**src/rtl/wia_pkg.sv**
```systemverilog
// shared constants and types for the wide integer alu
package wia_pkg;

  localparam int unsigned OperandBitsDef = 128;
  localparam int unsigned HalfBits       = 64;
  localparam int unsigned CmdBits        = 3;
  localparam int unsigned ShBits         = 7;
  localparam int unsigned InDataBits     = 266;  // 3+64*4+7 = 266 -> 34 bytes = 272
  localparam int unsigned InTdataBits    = 272;
  localparam int unsigned OutTdataBits   = 128;

  typedef enum logic [2:0] {
    CMD_SEXT = 3'd0,
    CMD_NEG  = 3'd1,
    CMD_ADD  = 3'd2,
    CMD_SUB  = 3'd3,
    CMD_MUL  = 3'd4,
    CMD_SHL  = 3'd5,
    CMD_SHR  = 3'd6,
    CMD_SAR  = 3'd7
  } cmd_e;

  // classified work item handed from front to back
  typedef struct packed {
    cmd_e               cmd;
    logic [127:0]       a;
    logic [127:0]       b;
    logic [ShBits-1:0]  sh;
  } op_t;

endpackage

```
**src/rtl/wia_front.sv**
```systemverilog
// front stage: unpacks a beat, cuts operands to width, registers it into a small queue
module wia_front import wia_pkg::*; #(
  parameter int unsigned OperandBits = OperandBitsDef,
  parameter int unsigned Depth       = 2
) (
  input  logic                    clk_i,
  input  logic                    rst_ni,
  input  logic                    in_valid_i,
  output logic                    in_ready_o,
  input  logic [InTdataBits-1:0]  in_data_i,
  output logic                    op_valid_o,
  input  logic                    op_ready_i,
  output op_t                     op_o
);
  localparam logic [127:0] Mask = (OperandBits >= 128) ? {128{1'b1}} :
                                  ((128'd1 << OperandBits) - 128'd1);
  localparam int unsigned PtrBits = (Depth > 1) ? $clog2(Depth) : 1;

  op_t                 mem_q [Depth];
  logic [PtrBits-1:0]  wr_q, rd_q;
  logic [PtrBits:0]    cnt_q;
  op_t                 op_in;
  logic                push, pop;

  always_comb begin
    op_in.cmd = cmd_e'(in_data_i[2:0]);
    op_in.a   = {in_data_i[66:3], in_data_i[130:67]} & Mask;
    op_in.b   = {in_data_i[194:131], in_data_i[258:195]} & Mask;
    op_in.sh  = in_data_i[265:259];
  end

  assign in_ready_o = (cnt_q != (PtrBits+1)'(Depth));
  assign op_valid_o = (cnt_q != '0);
  assign push = in_valid_i && in_ready_o;
  assign pop  = op_valid_o && op_ready_i;
  assign op_o = mem_q[rd_q];

  always_ff @(posedge clk_i) begin
    if (push) begin
      mem_q[wr_q] <= op_in;
    end
  end

  always_ff @(posedge clk_i or negedge rst_ni) begin
    if (!rst_ni) begin
      wr_q  <= '0;
      rd_q  <= '0;
      cnt_q <= '0;
    end else begin
      if (push) begin
        wr_q <= (wr_q == PtrBits'(Depth - 1)) ? '0 : wr_q + 1'b1;
      end
      if (pop) begin
        rd_q <= (rd_q == PtrBits'(Depth - 1)) ? '0 : rd_q + 1'b1;
      end
      cnt_q <= cnt_q + (PtrBits+1)'(push) - (PtrBits+1)'(pop);
    end
  end
endmodule

```
**config.mk**
```make
export PLATFORM = sky130hd
export DESIGN_NAME = wia_front
export DESIGN_NICKNAME = d
export VERILOG_FILES = /design/src/rtl/wia_pkg.sv /design/src/rtl/wia_front.sv
export SDC_FILE = /design/constraint.sdc
export NUM_CORES = 1
export LEC_CHECK = 0
export ABC_AREA = 1
export BUFFER_PORTS_ARGS = -buffer_cell sky130_fd_sc_hd__clkbuf_2
export CAP_MARGIN = 5
export CELL_PAD_IN_SITES_DETAIL_PLACEMENT = 1
export CELL_PAD_IN_SITES_GLOBAL_PLACEMENT = 2
export CORE_ASPECT_RATIO = 1.25
export CORE_UTILIZATION = 37
export CTS_CLUSTER_SIZE = 10
export DETAILED_ROUTE_END_ITERATION = 10
export GPL_ROUTABILITY_DRIVEN = 0
export GPL_TIMING_DRIVEN = 0
export PLACE_DENSITY = 0.9
export SYNTH_ARGS = -nofsm -noshare
export SYNTH_HDL_FRONTEND = slang
export SYNTH_SLANG_ARGS = --single-unit
```
**constraint.sdc**
```tcl
create_clock -name clk_i -period 22.8 [get_ports clk_i]
set_input_delay 2.28 -clock clk_i [delete_from_list [all_inputs] [get_ports clk_i]]
set_output_delay 2.28 -clock clk_i [all_outputs]
set_load 0.01 [all_outputs]
```
After elaboration in Yosys (flattened, before gate mapping)
Memories as Yosys holds them, arrays and structs flattened.
Index checks and enable logic that the tools add are counted.
Widths: inputs -> output; s select.
{"block": "classes", "addsub": 4, "n_eq_ne": 1, "muxes": 4, "reduce_logical": 3}
{"operator": "$mux 1", "count": 4}
{"operator": "$add 1x1->1 const B", "count": 2}
{"operator": "$add 2x1->2", "count": 1}
{"operator": "$logic_and 1x1->1", "count": 2}
{"operator": "$ne 2x2->1 const B", "count": 1}
{"operator": "$reduce_bool 2->1", "count": 1}
{"operator": "$sub 2x1->2", "count": 1}
{"block": "totals", "register_bits": 4, "ramBits": 532, "input_bits": 276, "output_inout_bits": 268, "mem_count": 1}
{"name": "mem_q", "depth": 2, "width": 266, "read_ports": 1, "rd_clocked_by_memory_dff": 0, "wr": 1, "line_no": "wia_front.sv:19", "text": "op_t mem_q [Depth];"}

Logic depth before layout (Yosys ltp)
{"block": "depth", "depth_word": 4, "ltp_mapped": 12}

Worst setup path after synthesis
OpenSTA, ideal clock, no wires.
{"block": "synth_timing", "path_type": "input port to flip-flop", "startpoint": "input in_valid_i", "endpoint": "memory mem_q[1][0] in the netlist's numbering, enable pin", "arrival_ns": 13.425, "required_ns": 21.900, "path_slack_ns": 8.475, "stages": 2, "n_path_buf": 0, "cell_sequence": "nand2_1 > nor2_1"}
{"block": "synth_via", "elab_chain_len": 3}
{"element": "start: declaration", "line_no": "wia_front.sv:8", "text": "input logic in_valid_i,"}
{"element": "$logic_and 1x1->1", "line_no": "wia_front.sv:34", "text": "assign push = in_valid_i && in_ready_o;"}
{"element": "$mux 1", "line_no": "wia_front.sv:39", "text": "if (push) begin"}
{"element": "$mux 1 (not written as such)", "line_no": "wia_front.sv:40", "text": "mem_q[wr_q] <= op_in;"}
{"element": "end: declaration", "line_no": "wia_front.sv:19"}
No other way between the ends.

==> flow_summary.yaml <==
outcome:
  status: "completed"
detailed_routing:
  vias: 12900
  postRouteAntennaNets: 0
  drc_errors: 0
  routedWlPerCell_um: 19.9
  drtIter0Drc: 586
  via_per_inst: 4.74
  drt_pre_antenna_iters: 4
  finalWirelength_mm: 54.4
critical_path:
  slowest_delay_ps: 320
  ff2ff_path_depth: 8
  crit_start: "rd_q"
  critPathCapture: "op_o[187]"
  cpLargestDelayFamily: "buffers and inverters"
  cp_num_buf_inv: 4
  crit_slowest_cell: "dfrtp_1"
  critPathMaxFanout: 10
  path_depth: 6
  r2r-end: "mem_q[1][121]"
  crit_type: "reg -> out"
  rr_startpoint: "cnt_q[1]"
  crit_required_ps: 20520
  critPathCaptureType: "output port"
  crit_chain: "buf_4 > buf_4 > buf_2 > nand2_1 > nand2_1 > clkbuf_2"
  r2r_slack_ps: 19730
  startpoint_type: "flip-flop"
  arrival_ps: 2070
power_and_ir_drop:
  power_mw: 3.44
  p_leak_nw: 10.9
  p_int_mw: 2.22
  p_seq_frac: 0.405
  p_clk_frac: 0.245
  max-vdd-ir-drop_mv: 0.0814
  swShare: 0.354
  power_density_mw_per_mm2: 137
  power_frac_comb: 0.350
  power.switching_mw: 1.22
timing:
  layout_min_cycle_time_ps: 4350
  final.period_utilization: 0.191
  hold_viol: 0
  worst_pin_slew_ps: 882
  holdWs_ps: 554
  setup_violations: 0
  slew_headroom: 0.410
  clock_skew_ps: 19.0
  slew_violations: 0
  tns_ps: 0
  rsz0062_at_grt: "no"
  max_freq_mhz: 230
global_routing:
  grt_pass1_wl_mm: 80.8
  overflow: 0
  grtUsageTotal: 0.197
  grt_antenna_before_repair: 5
  grt_pass1_vias: 13900
  grt_max_degree: 33
cells_and_area:
  fill_cells: 5542
  design_area_mm2: 0.0252
  area_growth_pct: 28.3
  num-nets-final: 2315
  layoutNonFillerInstCount: 2731
  layout-drive-gt1-share: 0.331
cts:
  postCtsSetupRepairBufs: 0
  cts_resized: 0
  clockBufferDepth: 3
  clk_transition_reported_paths_ps: 50
  insertion_delay_ps: 600
  clock_sinks: 536
  cts-hold-fix-buffers: 0
  cts_buffers: 60
  cts_tree: "yes"
  cts_root_buf: "clkbuf_16"
  cts_htree_levels: 2
synthesis:
  synthesis.area_mm2: 0.0197
  ys_ff_latch: 536
  post_synth_num_cell_types: 15
  ys_seq_area_frac: 0.818
  syn_nets: 1698
  yosys_warnings: 0
  avgSynthCellArea_um2: 13.8
  syn_inst: 1421
floorplan:
  core_area_mm2: 0.0526
  dieArea_mm2: 0.0540
  fp.dieH_um: 260
  io_pins: 544
  fp-row-count: 94
  die_w_um: 208
  start_util: 0.374
placed_design:
  placed_area_mm2: 0.0236
  io_buffer_count: 537
  place_hpwl_mm: 39.4
  placedCellCount: 2648
min_path:
  hold_path_class: "reg -> reg"
job:
  drv_cap: 0
layer usage:
metal  track usage  up-vias  part of all wire
li1              -     6036                 -
met1         0.215     6370              0.37
met2         0.363      427              0.53
met3        0.0502      105             0.063
met4        0.0807        4             0.033
met5             0        -           0.00050
through the flow:
step | worst slack [ps] | util
after CTS | 18290 | 0.479
after global routing | 18250 | 0.480
after global placement | 1920 | 0.441
after floorplan | 8480 | -
final | 18450 | 0.480
after detailed placement | 17860 | 0.448
logic make-up after synthesis:
family	synth area share
adder cells (fa/ha/maj)	0.000637
XOR/XNOR	0.000446
AO/OA/AOI/OAI	0.000509
buffers and inverters	0.0248
flip-flops	0.818
AND/OR/NAND/NOR	0.156
cell type report:
class,count,area (um2),share of cell area
Clock inverter,5,60.1,0.00238
Tap cell,672,841,0.0333
Clock buffer,74,1580,0.0625
Sequential cell,536,16100,0.637
Inverter,8,32.5,0.00129
Antenna cell,4,10.0,0.000397
Timing Repair Buffer,555,3060,0.121
Multi-Input combinational cell,818,3100,0.123
Buffer,59,455,0.0181
flip-flops by register name, indices dropped and copies added (netlist names):
signal and flops:
cnt_q 2, rd_q 1, wr_q 1, mem_q 532
layout by cell type (no fill, tap or decap), drive strengths merged:
| cell | netlist | routed |
|---|---|---|
| nor2 | 5 | 5 |
| diode | 0 | 4 |
| inv | 8 | 10 |
| ha | 1 | 1 |
| bufinv | 0 | 1 |
| dfrtp | 4 | 4 |
| clkbuf | 1 | 612 |
| nand2 | 807 | 807 |
| buf | 58 | 76 |
| edfxtp | 532 | 532 |
| clkinv | 0 | 2 |
| nand3 | 2 | 2 |
| o21ai | 1 | 1 |
| xor2 | 1 | 1 |
| a21oi | 1 | 1 |
how the worst min path moves through the flow:
stage / startpoint / end / slack (ps) / cells past startpoint
2_1_floorplan: wr_q / wr_q / 480 / 2
3_3_place_gp: wr_q / wr_q / 500 / 2
3_5_place_dp: cnt_q[0] / cnt_q[0] / 540 / 1
4_1_cts: cnt_q[0] / cnt_q[0] / 550 / 1
5_1_grt: cnt_q[0] / cnt_q[0] / 600 / 1
6_report: cnt_q[0] / cnt_q[0] / 550 / 1
power groups by stage:
stage	combinational (mW)	clock, mW	sequential, mW
after global placement	1.13	0	1.58
after CTS	1.23	0.863	1.40
after floorplan	0.625	0	1.51
after global routing	1.31	0.894	1.41
final	1.21	0.843	1.39
after detailed placement	1.22	0	1.41
cells in the mapped netlist (all sizes together):
cell type	number	area, um2
ha	1	12.5
xor2	1	8.76
buf	58	452
nand3	2	10.0
dfrtp	4	100
a21oi	1	5.00
clkbuf	1	3.75
nand2	807	3030
edfxtp	532	16000
inv	8	32.5
o21ai	1	5.00
nor2	5	18.8
Note: power is estimated with default switching activity, not from simulation.
